**config.mk**
```make
export PLATFORM = sky130hd
export DESIGN_NAME = bit_slice_microcode_step_unit
export DESIGN_NICKNAME = d
export VERILOG_FILES = /design/src/design/bsms_pkg.sv /design/src/design/bit_slice_microcode_step_unit.sv /design/src/design/bsms_front.sv /design/src/design/bsms_queue.sv /design/src/design/bsms_back.sv
export SDC_FILE = /design/constraint.sdc
export NUM_CORES = 1
export LEC_CHECK = 0
export ABC_AREA = 1
export BUFFER_PORTS_ARGS = -buffer_cell sky130_fd_sc_hd__buf_2
export CORE_MARGIN = 2
export CORE_UTILIZATION = 50
export DETAILED_ROUTE_END_ITERATION = 10
export PLACE_DENSITY = 0.69
export SYNTH_ARGS = -nofsm -noshare
export SYNTH_HDL_FRONTEND = slang
export SYNTH_SLANG_ARGS = --single-unit
```
**constraint.sdc**
```tcl
create_clock -name i_clk -period 7.3 [get_ports i_clk]
set_input_delay 1.825 -clock i_clk [delete_from_list [all_inputs] [get_ports i_clk]]
set_output_delay 1.825 -clock i_clk [all_outputs]
set_load 0.005 [all_outputs]
```
**src/design/bsms_pkg.sv**
```systemverilog
// shared types, codes and helpers for the bit-slice microcode step unit
package bsms_pkg;

    localparam int QDEPTH = 4;
    localparam int QAW    = $clog2(QDEPTH);
    localparam int QCW    = $clog2(QDEPTH + 1);

    typedef enum logic [2:0] {
        FN_ADD  = 3'd0,
        FN_SUBR = 3'd1,
        FN_SUBS = 3'd2,
        FN_OR   = 3'd3,
        FN_AND  = 3'd4,
        FN_NOTRS = 3'd5,
        FN_XOR  = 3'd6,
        FN_XNOR = 3'd7
    } t_alu_fn;

    typedef enum logic [2:0] {
        DST_QREG = 3'd0,
        DST_NOP  = 3'd1,
        DST_RAMA = 3'd2,
        DST_RAMF = 3'd3,
        DST_RAMQD = 3'd4,
        DST_RAMD = 3'd5,
        DST_RAMQU = 3'd6,
        DST_RAMU = 3'd7
    } t_dest;

    localparam logic [2:0] SRC_AQ = 3'd0;
    localparam logic [2:0] SRC_AB = 3'd1;
    localparam logic [2:0] SRC_ZQ = 3'd2;
    localparam logic [2:0] SRC_ZB = 3'd3;
    localparam logic [2:0] SRC_ZA = 3'd4;
    localparam logic [2:0] SRC_DA = 3'd5;
    localparam logic [2:0] SRC_DQ = 3'd6;
    localparam logic [2:0] SRC_DZ = 3'd7;

    localparam logic [15:0] HI_MASK = 16'hFF00;
    localparam logic [15:0] LO_MASK = 16'h00FF;

    // decoded microword plus the step's data
    typedef struct packed {
        logic [3:0]  a_idx;
        logic [3:0]  b_idx;
        logic        i2_hi;
        logic        i2_lo;
        logic [1:0]  i10;
        logic        stall;
        t_alu_fn     func;
        logic        ldab;
        t_dest       dest;
        logic        sgn;
        logic        jmp;
        logic        mult;
        logic        cin;
        logic [15:0] d_bus;
        logic        start_req;
        logic [7:0]  start_addr;
    } t_uop;

    // queue handshake between the front and back parts
    typedef struct packed {
        logic push;
        logic full;
    } t_q_in;

    typedef struct packed {
        logic valid;
        logic pop;
    } t_q_out;

    // operand pair {r, s} for one source code
    function automatic logic [31:0] sel_ops(input logic [2:0] code, input logic [15:0] av,
                                            input logic [15:0] bv, input logic [15:0] dv,
                                            input logic [15:0] qv);
        logic [15:0] r;
        logic [15:0] s;
        r = '0;
        s = '0;
        case (code)
            SRC_AQ: begin r = av; s = qv; end
            SRC_AB: begin r = av; s = bv; end
            SRC_ZQ: begin r = '0; s = qv; end
            SRC_ZB: begin r = '0; s = bv; end
            SRC_ZA: begin r = '0; s = av; end
            SRC_DA: begin r = dv; s = av; end
            SRC_DQ: begin r = dv; s = qv; end
            SRC_DZ: begin r = dv; s = '0; end
            default: begin r = '0; s = '0; end
        endcase
        return {r, s};
    endfunction

endpackage

```
**src/design/bit_slice_microcode_step_unit.sv**
```systemverilog
// top level: 16-bit bit-slice microcode step unit
//
//  port group  dir  contents
//  s_axis      in   tdata: micro_word[23:0], data_byte[31:24], start_address[39:32];
//                   tuser: start_req
//  m_axis      out  tdata: y_value[15:0], next_address[23:16]; tlast: stall_res
//
// one word per cycle sustained while the output is not stalled; an accepted word passes
// through the queue write, the register file read, then the alu and destination write
// the register file read is registered, with a bypass of the write made on the same edge
// i_rst_n is synchronous; working registers read as zero until first written
// a stalled output stops the back part; the queue keeps taking words until full
module bit_slice_microcode_step_unit
    import bsms_pkg::*;
(
    input  logic        i_clk,
    input  logic        i_rst_n,
    input  logic        s_axis_tvalid,
    output logic        s_axis_tready,
    input  logic [39:0] s_axis_tdata,  // micro_word, data_byte, start_address
    input  logic        s_axis_tuser,  // start_req
    output logic        m_axis_tvalid,
    input  logic        m_axis_tready,
    output logic [23:0] m_axis_tdata,  // y_value, next_address
    output logic        m_axis_tlast
);

    t_q_in          q_in;
    t_q_out         q_out;
    t_uop           front_uop;
    t_uop           head_uop;
    logic           q_full;
    logic           q_valid;
    logic [QCW-1:0] q_count;

    bsms_front u_front (
        .s_axis_tvalid (s_axis_tvalid),
        .s_axis_tready (s_axis_tready),
        .s_axis_tdata  (s_axis_tdata),
        .s_axis_tuser  (s_axis_tuser),
        .i_q_full      (q_full),
        .o_q_in        (q_in),
        .o_uop         (front_uop)
    );

    bsms_queue u_queue (
        .i_clk   (i_clk),
        .i_rst_n (i_rst_n),
        .i_push  (q_in.push),
        .i_uop   (front_uop),
        .i_pop   (q_out.pop),
        .o_full  (q_full),
        .o_valid (q_valid),
        .o_uop   (head_uop),
        .o_count (q_count)
    );

    bsms_back u_back (
        .i_clk         (i_clk),
        .i_rst_n       (i_rst_n),
        .i_q_valid     (q_valid),
        .i_q_uop       (head_uop),
        .o_q_out       (q_out),
        .m_axis_tvalid (m_axis_tvalid),
        .m_axis_tready (m_axis_tready),
        .m_axis_tdata  (m_axis_tdata),
        .m_axis_tlast  (m_axis_tlast)
    );

    // queue never pushed when full and never above its depth
    a_q_bound: assert property (@(posedge i_clk) disable iff (!i_rst_n)
        (q_in.push |-> !q_in.full) and (q_count <= QCW'(QDEPTH)))
        else $error("queue overflow");

    // a pop only happens with an entry present
    a_pop_valid: assert property (@(posedge i_clk) disable iff (!i_rst_n)
        q_out.pop |-> q_out.valid)
        else $error("pop from empty queue");

    // an accepted word into an empty pipe is not lost but reaches the output
    a_latency: assert property (@(posedge i_clk) disable iff (!i_rst_n)
        (s_axis_tvalid && s_axis_tready && q_count == '0 && !m_axis_tvalid)
        |=> ##2 m_axis_tvalid)
        else $error("word lost in pipe");

endmodule

```
**src/design/bsms_front.sv**
```systemverilog
// front part: takes input words and decodes the microword
module bsms_front
    import bsms_pkg::*;
(
    input  logic        s_axis_tvalid,
    output logic        s_axis_tready,
    input  logic [39:0] s_axis_tdata,
    input  logic        s_axis_tuser,
    input  logic        i_q_full,
    output t_q_in       o_q_in,
    output t_uop        o_uop
);

    logic [23:0] w;

    assign w             = s_axis_tdata[23:0];
    assign s_axis_tready = !i_q_full;
    assign o_q_in.push   = s_axis_tvalid && !i_q_full;
    assign o_q_in.full   = i_q_full;

    always_comb begin
        o_uop.a_idx      = w[23:20];
        o_uop.b_idx      = w[19:16];
        o_uop.i2_hi      = w[15];
        o_uop.i2_lo      = w[14];
        o_uop.i10        = w[13:12];
        o_uop.stall      = w[11];
        o_uop.func       = t_alu_fn'(w[10:8]);
        o_uop.ldab       = w[7];
        o_uop.dest       = t_dest'(w[6:4]);
        o_uop.sgn        = w[3];
        o_uop.jmp        = w[2];
        o_uop.mult       = w[1];
        o_uop.cin        = w[0];
        // byte copied to both halves of the d bus
        o_uop.d_bus      = {s_axis_tdata[31:24], s_axis_tdata[31:24]};
        o_uop.start_req  = s_axis_tuser;
        o_uop.start_addr = s_axis_tdata[39:32];
    end

endmodule

```
**src/design/bsms_queue.sv**
```systemverilog
// short queue of decoded words between front and back
module bsms_queue
    import bsms_pkg::*;
(
    input  logic   i_clk,
    input  logic   i_rst_n,
    input  logic   i_push,
    input  t_uop   i_uop,
    input  logic   i_pop,
    output logic   o_full,
    output logic   o_valid,
    output t_uop   o_uop,
    output logic [QCW-1:0] o_count
);

    t_uop           r_mem [QDEPTH];
    logic [QAW-1:0] r_wp;
    logic [QAW-1:0] r_rp;
    logic [QCW-1:0] r_cnt;
    logic           do_push;
    logic           do_pop;

    assign o_full  = (r_cnt == QCW'(QDEPTH));
    assign o_valid = (r_cnt != '0);
    assign o_uop   = r_mem[r_rp];
    assign o_count = r_cnt;
    assign do_push = i_push && !o_full;
    assign do_pop  = i_pop && o_valid;

    always_ff @(posedge i_clk) begin
        if (do_push) begin
            r_mem[r_wp] <= i_uop;
        end
    end

    always_ff @(posedge i_clk) begin
        if (!i_rst_n) begin
            r_wp  <= '0;
            r_rp  <= '0;
            r_cnt <= '0;
        end else begin
            if (do_push) begin
                r_wp <= r_wp + QAW'(1);
            end
            if (do_pop) begin
                r_rp <= r_rp + QAW'(1);
            end
            case ({do_push, do_pop})
                2'b10:   r_cnt <= r_cnt + QCW'(1);
                2'b01:   r_cnt <= r_cnt - QCW'(1);
                default: r_cnt <= r_cnt;
            endcase
        end
    end

endmodule

```
**src/design/bsms_back.sv**
```systemverilog
// back part: register file read, alu, destinations and sequencer
module bsms_back
    import bsms_pkg::*;
(
    input  logic        i_clk,
    input  logic        i_rst_n,
    input  logic        i_q_valid,
    input  t_uop        i_q_uop,
    output t_q_out      o_q_out,
    output logic        m_axis_tvalid,
    input  logic        m_axis_tready,
    output logic [23:0] m_axis_tdata,
    output logic        m_axis_tlast
);

    // register file: one write port, two registered reads, write-first bypass
    logic [15:0] mem [16];
    logic [15:0] r_rf_vld;

    logic        pop;
    logic        b_exec;
    logic        r_b_valid;
    t_uop        r_b;
    logic [15:0] r_a_mem, r_b_mem;
    logic        r_a_byp, r_b_byp, r_a_zero, r_b_zero;
    logic [15:0] r_byp_data;

    logic [15:0] r_q;
    logic [7:0]  r_jl;
    logic        r_q0;
    logic [7:0]  r_pc;

    logic        r_out_valid;
    logic [15:0] r_out_y;
    logic [7:0]  r_out_pc;
    logic        r_out_stall;

    logic        wr_en;
    logic [15:0] wr_data;
    logic [15:0] av, bv;
    logic [1:0]  i10_eff;
    logic [31:0] ops_hi, ops_lo;
    logic [15:0] rr_w, ss_w, f;
    logic        ovr, msb;
    logic [7:0]  pc_base, jl_next, pc_next;
    logic [15:0] q_next, y_next;
    logic        q0_next;

    assign b_exec  = r_b_valid && (!r_out_valid || m_axis_tready);
    assign pop     = i_q_valid && (!r_b_valid || b_exec);
    assign o_q_out.valid = i_q_valid;
    assign o_q_out.pop   = pop;

    always_ff @(posedge i_clk) begin
        if (wr_en) begin
            mem[r_b.b_idx] <= wr_data;
        end
        if (pop) begin
            r_a_mem <= mem[i_q_uop.a_idx];
            r_b_mem <= mem[i_q_uop.b_idx];
        end
    end

    always_ff @(posedge i_clk) begin
        if (pop) begin
            r_b        <= i_q_uop;
            r_byp_data <= wr_data;
            r_a_byp    <= wr_en && (r_b.b_idx == i_q_uop.a_idx);
            r_b_byp    <= wr_en && (r_b.b_idx == i_q_uop.b_idx);
            r_a_zero   <= !r_rf_vld[i_q_uop.a_idx];
            r_b_zero   <= !r_rf_vld[i_q_uop.b_idx];
        end
    end

    assign av = r_a_byp ? r_byp_data : (r_a_zero ? 16'h0000 : r_a_mem);
    assign bv = r_b_byp ? r_byp_data : (r_b_zero ? 16'h0000 : r_b_mem);

    // multiply step flips i1 when the latched q0 is clear
    assign i10_eff = r_b.i10 ^ {r_b.mult & ~r_q0, 1'b0};
    assign ops_hi  = sel_ops({r_b.i2_hi, i10_eff}, av, bv, r_b.d_bus, r_q);
    assign ops_lo  = sel_ops({r_b.i2_lo, i10_eff}, av, bv, r_b.d_bus, r_q);
    assign rr_w    = (ops_hi[31:16] & HI_MASK) | (ops_lo[31:16] & LO_MASK);
    assign ss_w    = (ops_hi[15:0] & HI_MASK) | (ops_lo[15:0] & LO_MASK);

    // four nibble slices with rippled carry
    always_comb begin
        logic       c;
        logic [3:0] r4, s4, ra, sa, f4;
        logic [4:0] sum;
        logic [3:0] low3;
        logic       c4;
        c   = r_b.cin;
        ovr = 1'b0;
        f   = '0;
        for (int k = 0; k < 4; k++) begin
            r4   = rr_w[4*k +: 4];
            s4   = ss_w[4*k +: 4];
            ra   = (r_b.func == FN_SUBR) ? ~r4 : r4;
            sa   = (r_b.func == FN_SUBS) ? ~s4 : s4;
            sum  = 5'(ra) + 5'(sa) + 5'(c);
            low3 = 4'(ra[2:0]) + 4'(sa[2:0]) + 4'(c);
            f4   = '0;
            c4   = 1'b0;
            case (r_b.func)
                FN_ADD, FN_SUBR, FN_SUBS: begin
                    f4  = sum[3:0];
                    c4  = sum[4];
                    ovr = low3[3] ^ sum[4];
                end
                FN_OR: begin
                    f4  = r4 | s4;
                    c4  = (f4 != 4'hF) | c;
                    ovr = c4;
                end
                FN_AND: begin
                    f4  = r4 & s4;
                    c4  = (f4 != 4'h0) | c;
                    ovr = c4;
                end
                FN_NOTRS: begin
                    f4  = ~r4 & s4;
                    c4  = (f4 != 4'h0) | c;
                    ovr = c4;
                end
                FN_XOR: begin
                    f4  = r4 ^ s4;
                    ovr = 1'b0;
                end
                FN_XNOR: begin
                    f4  = ~(r4 ^ s4);
                    ovr = 1'b0;
                end
                default: begin
                    f4  = '0;
                    ovr = 1'b0;
                end
            endcase
            f[4*k +: 4] = f4;
            c = c4;
        end
    end

    assign msb = r_b.sgn & (ovr ^ f[15]);

    always_comb begin
        wr_en   = b_exec;
        wr_data = f;
        q_next  = r_q;
        q0_next = r_q0;
        y_next  = f;
        case (r_b.dest)
            DST_QREG: begin
                wr_en  = 1'b0;
                q_next = f;
            end
            DST_NOP: wr_en = 1'b0;
            DST_RAMA: y_next = av;
            DST_RAMF: wr_data = f;
            DST_RAMQD: begin
                wr_data = {msb, f[15:1]};
                q0_next = r_q[0];
                q_next  = {f[0], r_q[15:1]};
            end
            DST_RAMD: begin
                wr_data = {msb, f[15:1]};
                q0_next = r_q[0];
            end
            DST_RAMQU: begin
                wr_data = {f[14:0], r_q[15]};
                q_next  = {r_q[14:0], 1'b0};
                q0_next = 1'b0;
            end
            DST_RAMU: begin
                wr_data = {f[14:0], 1'b0};
                q0_next = 1'b0;
            end
            default: wr_en = 1'b0;
        endcase
    end

    assign pc_base = r_b.start_req ? r_b.start_addr : r_pc;
    assign jl_next = r_b.ldab ? {r_b.a_idx, r_b.b_idx} : r_jl;
    assign pc_next = (r_b.jmp && !msb) ? jl_next : (pc_base + 8'd1);

    always_ff @(posedge i_clk) begin
        if (!i_rst_n) begin
            r_b_valid   <= 1'b0;
            r_out_valid <= 1'b0;
            r_rf_vld    <= '0;
            r_q         <= '0;
            r_jl        <= '0;
            r_q0        <= 1'b1;
            r_pc        <= '0;
        end else begin
            if (pop) begin
                r_b_valid <= 1'b1;
            end else if (b_exec) begin
                r_b_valid <= 1'b0;
            end
            if (b_exec) begin
                r_out_valid <= 1'b1;
            end else if (m_axis_tready) begin
                r_out_valid <= 1'b0;
            end
            if (wr_en) begin
                r_rf_vld[r_b.b_idx] <= 1'b1;
            end
            if (b_exec) begin
                r_q  <= q_next;
                r_q0 <= q0_next;
                r_jl <= jl_next;
                r_pc <= pc_next;
            end
        end
    end

    always_ff @(posedge i_clk) begin
        if (b_exec) begin
            r_out_y     <= y_next;
            r_out_pc    <= pc_next;
            r_out_stall <= r_b.stall;
        end
    end

    assign m_axis_tvalid = r_out_valid;
    assign m_axis_tdata  = {r_out_pc, r_out_y};
    assign m_axis_tlast  = r_out_stall;

endmodule
```
==> out/qor.yml, run 1 <==
setup_path:
  required_ps: 7690
  startpoint_type: "register"
  critical_path_class: "reg -> reg"
  worstPathMaxFanout: 17
  cp-end-kind: "register"
  slowest_stage: "fa_2"
  cpMostUsedCell: "fa_2"
  critPathMaxStageDelay_ps: 420
  crit_arrival_ps: 7290
cts:
  cts-root-buf: "clkbuf_16"
  clock_sinks: 598
  clk_latency_ps: 660
  cts_tree: "done"
  htree_num_levels: 2
  holdBufCountCts: 0
  cts.reportedPaths.clkPinSlew_ps: 60
  numCtsBuffers: 61
  cts.path.max_buffers: 3
logic_synthesis:
  syn_nets: 2991
  syn-cell-area_um2: 29200
  seq_area_frac_synth: 0.595
  synth_top_cell_by_area: "edfxtp_1"
  synth.most_common_cell: "edfxtp_1"
  synth_area_leaders: "edfxtp_1, o21ai_0, nand2_1"
  netlist_instances: 2871
  syn_area_per_cell_um2: 10.2
  ys_seq_elements: 598
  synth_flop_cell: "edfxtp_1"
  synthArstFlopShare: 0
  yosysUniqueCellTypes: 53
  yosys-top-cells-count: "edfxtp_1, o21ai_0, nand2_1"
  yosysWarnings: 0
  synth-edff-count: 538
  synth_top_area_share: 0.553
die:
  die_y_um: 246
  fp.dieW_um: 246
  rows: 88
  coreArea_um2: 57700
  pin_count: 72
  design.die.area_um2: 60300
  initial_core_util: 0.506
detailed_routing:
  num_vias: 22600
  routed_wirelength_um: 84000
  firstDrtPassIters: 8
  ant_nets: 0
  drt_iter0_drc: 2726
  wl_per_cell_um: 22.5
  vias_per_cell: 6.06
  route.detailed.drc: 0
placement:
  dp_slack_ps: -98.5
  hpwl_um: 51900
  port_buffers: 71
  routabilityCongestion: 0.957
  dp_cells: 3611
grt:
  globalRoute.totalOverflow: 0
  grt_first_pass_wirelength_um: 126000
  track_usage: 0.274
  antenna_found_initial: 5
  grt_pass1_vias: 21500
  grt_max_degree: 273
sta:
  maxSlewHeadroom: 0.202
  fin_skew_ps: 38.6
  timing.setup.tns_ps: 0
  period_share: 0.945
  max_freq_mhz: 145
  drv_slew: 0
  finalSetupViolations: 0
  hold_viol_final: 0
  period_minus_slack_ps: 6900
  tightest_slew_ps: 1200
  worst_slack_ps: 403
hold_path:
  holdCritPathClass: "reg -> reg"
job:
  drv_cap: 0
outcome:
  status: "finished, final reports clean"
layout:
  layout-drive-gt1-share: 0.115
  final_cells: 3736
  utilization: 0.573
  syn_to_final_growth_pct: 13.2
  nNetsFinal: 3035
## cell type report
cell class	count	area, µm²
diodes	3	7.51
clock buffers	63	1540
clock inverters	53	702
fillers	4825	24700
inverters	324	1220
multi-input cells	1775	10200
flip-flops and latches	598	17400
well taps	765	957
repair buffers	155	1070
## path summary, 6_finish.rpt
| kind | cells after the start | slack (ps) | start | to |
|---|---|---|---|---|
| worst max register to register | 42 | 400 | u_back.r_b[26] | u_back.mem[10][15] |
| worst min register to register | 0 | 450 | u_back.r_b[36] | u_back.m_axis_tlast |
| worst min-delay path | 0 | 450 | u_back.r_b[36] | u_back.m_axis_tlast |
| worst max-delay path | 42 | 400 | u_back.r_b[26] | u_back.mem[10][15] |
## routing by layer
| layer | track usage | part of all wire | vias up | wire length [µm] |
|---|---|---|---|---|
| li1 | - | - | 10300 | - |
| met1 | 0.379 | 0.41 | 11000 | 34300 |
| met2 | 0.439 | 0.47 | 1177 | 39400 |
| met3 | 0.0450 | 0.090 | 193 | 7590 |
| met4 | 0.0963 | 0.032 | 4 | 2730 |
| met5 | 0 | 0.00032 | - | 27 |
## layout by cell type (no fill, tap or decap), drive strengths merged, types with 45 or more instances in the layout
cell type / count
edfxtp: 538
ha: 66
nand3: 112
dfxtp: 60
xor2: 45
inv: 323
nand2: 411
clkbuf: 64
o21ai: 424
o211ai: 138
o22ai: 46
buf: 154
a21oi: 165
nor2: 202
## metrics by stage
step | instance area (µm²) | hold WS [ps]
finish | 33000 | 448
floorplan | 29200 | 400
CTS | 32900 | 447
global route | 33000 | 458
detailed placement | 30600 | 435
global placement | 30600 | 414
## flip-flops by register name, summed over array words and instances (netlist names), 2 cells and up, named ones only
name	count
u_back.mem	256
u_back.r_a_mem	16
u_back.r_b	41
u_back.r_b_mem	16
u_back.r_byp_data	16
u_back.r_jl	8
u_back.r_out_pc	8
u_back.r_out_y	16
u_back.r_pc	8
u_back.r_q	16
u_back.r_rf_vld	16
u_queue.o_count	3
u_queue.r_mem	164
u_queue.r_rp	2
u_queue.r_wp	2
## what timing repair did
action                     CTS  global route
cloned                       0             1
setup endpoints to repair   50            89
setup buffers                1             4
pin swaps                    3            17
resized for setup            2            28
## critical path, delay by kind of cell (launching register included)
| family | cells | cell delay [ps] |
|---|---|---|
| compound gates | 10 | 1270 |
| xor+xnor | 3 | 480 |
| fa+ha+maj | 8 | 2430 |
| buf+inv | 8 | 730 |
| flops | 1 | 380 |
| simple gates | 13 | 1340 |
## cells by family (layout without fill, tap and decap cells)
logic type	after synthesis	count (layout)	synth area share
compound gates	902	902	0.184
simple gates	745	745	0.106
flops	598	598	0.595
buf+inv	498	595	0.0654
fa+ha+maj	75	75	0.0345
xor+xnor	50	50	0.0150
mux	3	3	0.00103
other cells	0	3	0
Power of run 1 is left out: the tool's default activity adds up to more than one toggle a clock period on the data nets, which glitch-free logic cannot reach.
==> run 2: changes to the inputs <==
--- a/config.mk
+++ b/config.mk
@@ -7,10 +7,13 @@
 export LEC_CHECK = 0
 export ABC_AREA = 1
 export BUFFER_PORTS_ARGS = -buffer_cell sky130_fd_sc_hd__buf_2
+export CAP_MARGIN = 30
 export CORE_MARGIN = 2
 export CORE_UTILIZATION = 50
+export CTS_CLUSTER_SIZE = 12
 export DETAILED_ROUTE_END_ITERATION = 10
 export PLACE_DENSITY = 0.69
 export SYNTH_ARGS = -nofsm -noshare
 export SYNTH_HDL_FRONTEND = slang
+export SYNTH_HIERARCHICAL = 1
 export SYNTH_SLANG_ARGS = --single-unit
==> run 2 against run 1 <==
Utilization shrank 0.92 points. Final area grew 4.8%. Critical path depth grew 5. Die area grew 5.9%. Clock skew shrank 5.9 ps. Synthesized area grew 6.0%. First-iteration DRC count grew 20%. Hold slack lost 30 ps. Sequential share of layout area grew 1.0 points. Register-to-register slack lost 40 ps. Highest routed layer unchanged.
==> out/qor.yml, run 2 <==
detailed_routing:
  route.detailed.drc: 0
  routed_wirelength_um: 87000
  wl_per_cell_um: 22.4
  num_vias: 23700
  vias_per_cell: 6.10
  ant_nets: 0
  drt_iter0_drc: 3273
  firstDrtPassIters: 6
layout:
  layout_commonest_cell: "edfxtp_1"
  largest_register_ffs: 256
  largest-register: "u_back/mem"
  syn_to_final_growth_pct: 11.9
  reg_top3: "u_back/mem (256), u_queue/r_mem (196), u_back/r_b (49)"
  final_cells: 3881
  fill_cells: 5103
  multiInputGateArea_um2: 10300
  seqCellArea_um2: 18600
  final_cell_mix: "edfxtp_1, o21ai_0, nand2_1"
  layout-drive-gt1-share: 0.119
  nNetsFinal: 3153
cts:
  cts.reportedPaths.clkPinSlew_ps: 60
  clock_sinks: 638
  cts_tree: "done"
  cts-root-buf: "clkbuf_16"
  clk_latency_ps: 620
  holdBufCountCts: 0
  numCtsBuffers: 70
  cts.path.max_buffers: 3
  htree_num_levels: 3
placement:
  port_buffers: 71
  hpwl_um: 53200
  dp_cells: 3745
  routabilityCongestion: 0.965
  dp_slack_ps: -171
sta:
  max_freq_mhz: 144
  fin_skew_ps: 32.8
  drv_slew: 0
  hold_viol_final: 0
  period_share: 0.950
  maxSlewHeadroom: 0.304
  tightest_slew_ps: 1040
  period_minus_slack_ps: 6930
  finalSetupViolations: 0
  worst_slack_ps: 368
die:
  design.die.area_um2: 63900
  rows: 91
  pin_count: 72
  die_y_um: 253
  initial_core_util: 0.503
  coreArea_um2: 61500
  fp.dieW_um: 253
hold_path:
  holdCritPathClass: "reg -> reg"
setup_path:
  cpMostUsedCell: "nand2_1"
  slowest_stage: "fa_1"
  startpoint_type: "register"
  cp-end-kind: "register"
  worstPathMaxFanout: 8
  crit_arrival_ps: 7440
  critical_path_class: "reg -> reg"
  required_ps: 7810
  critPathMaxStageDelay_ps: 430
grt:
  track_usage: 0.267
  grt_pass1_vias: 22400
  grt_first_pass_wirelength_um: 129000
  globalRoute.totalOverflow: 0
  antenna_found_initial: 5
  grt_max_degree: 234
job:
  drv_cap: 0
logic_synthesis:
  syn_nets: 3132
  syn-cell-area_um2: 31000
  yosysWarnings: 6
  syn_area_per_cell_um2: 10.3
  netlist_instances: 3013
outcome:
  status: "finished, final reports clean"
==> run 2: per-layer routing <==
| layer | GRT usage | wire length [µm] |
|---|---|---|
| met3 | 0.0448 | 8550 |
| met4 | 0.120 | 3780 |
| met2 | 0.418 | 39500 |
| met5 | 0 | 15 |
| met1 | 0.367 | 35200 |
==> run 2: per-stage QoR <==
stage                     utilization  setup TNS [ps]  hold slack (ps)  cell area [µm²]
after floorplan                     -               0              400            31000
after global placement          0.524            -673              409            32200
after detailed placement        0.524           -2900              437            32200
after CTS                       0.561               0              418            34500
after global routing            0.563           -4.84              428            34600
final                           0.563               0              418            34600
==> run 2: layout make-up <==
type                    count  area share
flip-flops and latches    638       0.536
multi-input cells        1801       0.298
clock buffers             103      0.0562
inverters                 346      0.0378
repair buffers            177      0.0348
well taps                 790      0.0285
clock inverters            24     0.00906
diodes                      2    0.000144
==> run 2: worst paths after layout <==
check	end	slack [ps]	cells past startpoint	startpoint
hold reg to reg	u_back/m_axis_tlast	420	0	u_back/r_b[36]
hold / removal	u_back/m_axis_tlast	420	0	u_back/r_b[36]
setup / recovery	u_back/r_pc[1]	370	47	u_back/r_b[37]
setup reg to reg	u_back/r_pc[1]	370	47	u_back/r_b[37]
==> run 2: critical path, delay by kind of cell, from the launching register on <==
family | cells | cell delay (ps)
fa+ha+maj | 7 | 2070
xor+xnor | 1 | 130
flops | 1 | 410
simple gates | 20 | 1710
compound gates | 11 | 1730
buf+inv | 8 | 740
==> run 2: timing repair <==
item	4_1_cts	5_1_grt
cloned	0	2
buffers inserted	1	4
pin swaps	0	8
setup endpoints to repair	33	87
gates resized for setup	1	38
Power of run 2 is left out for the same reason.
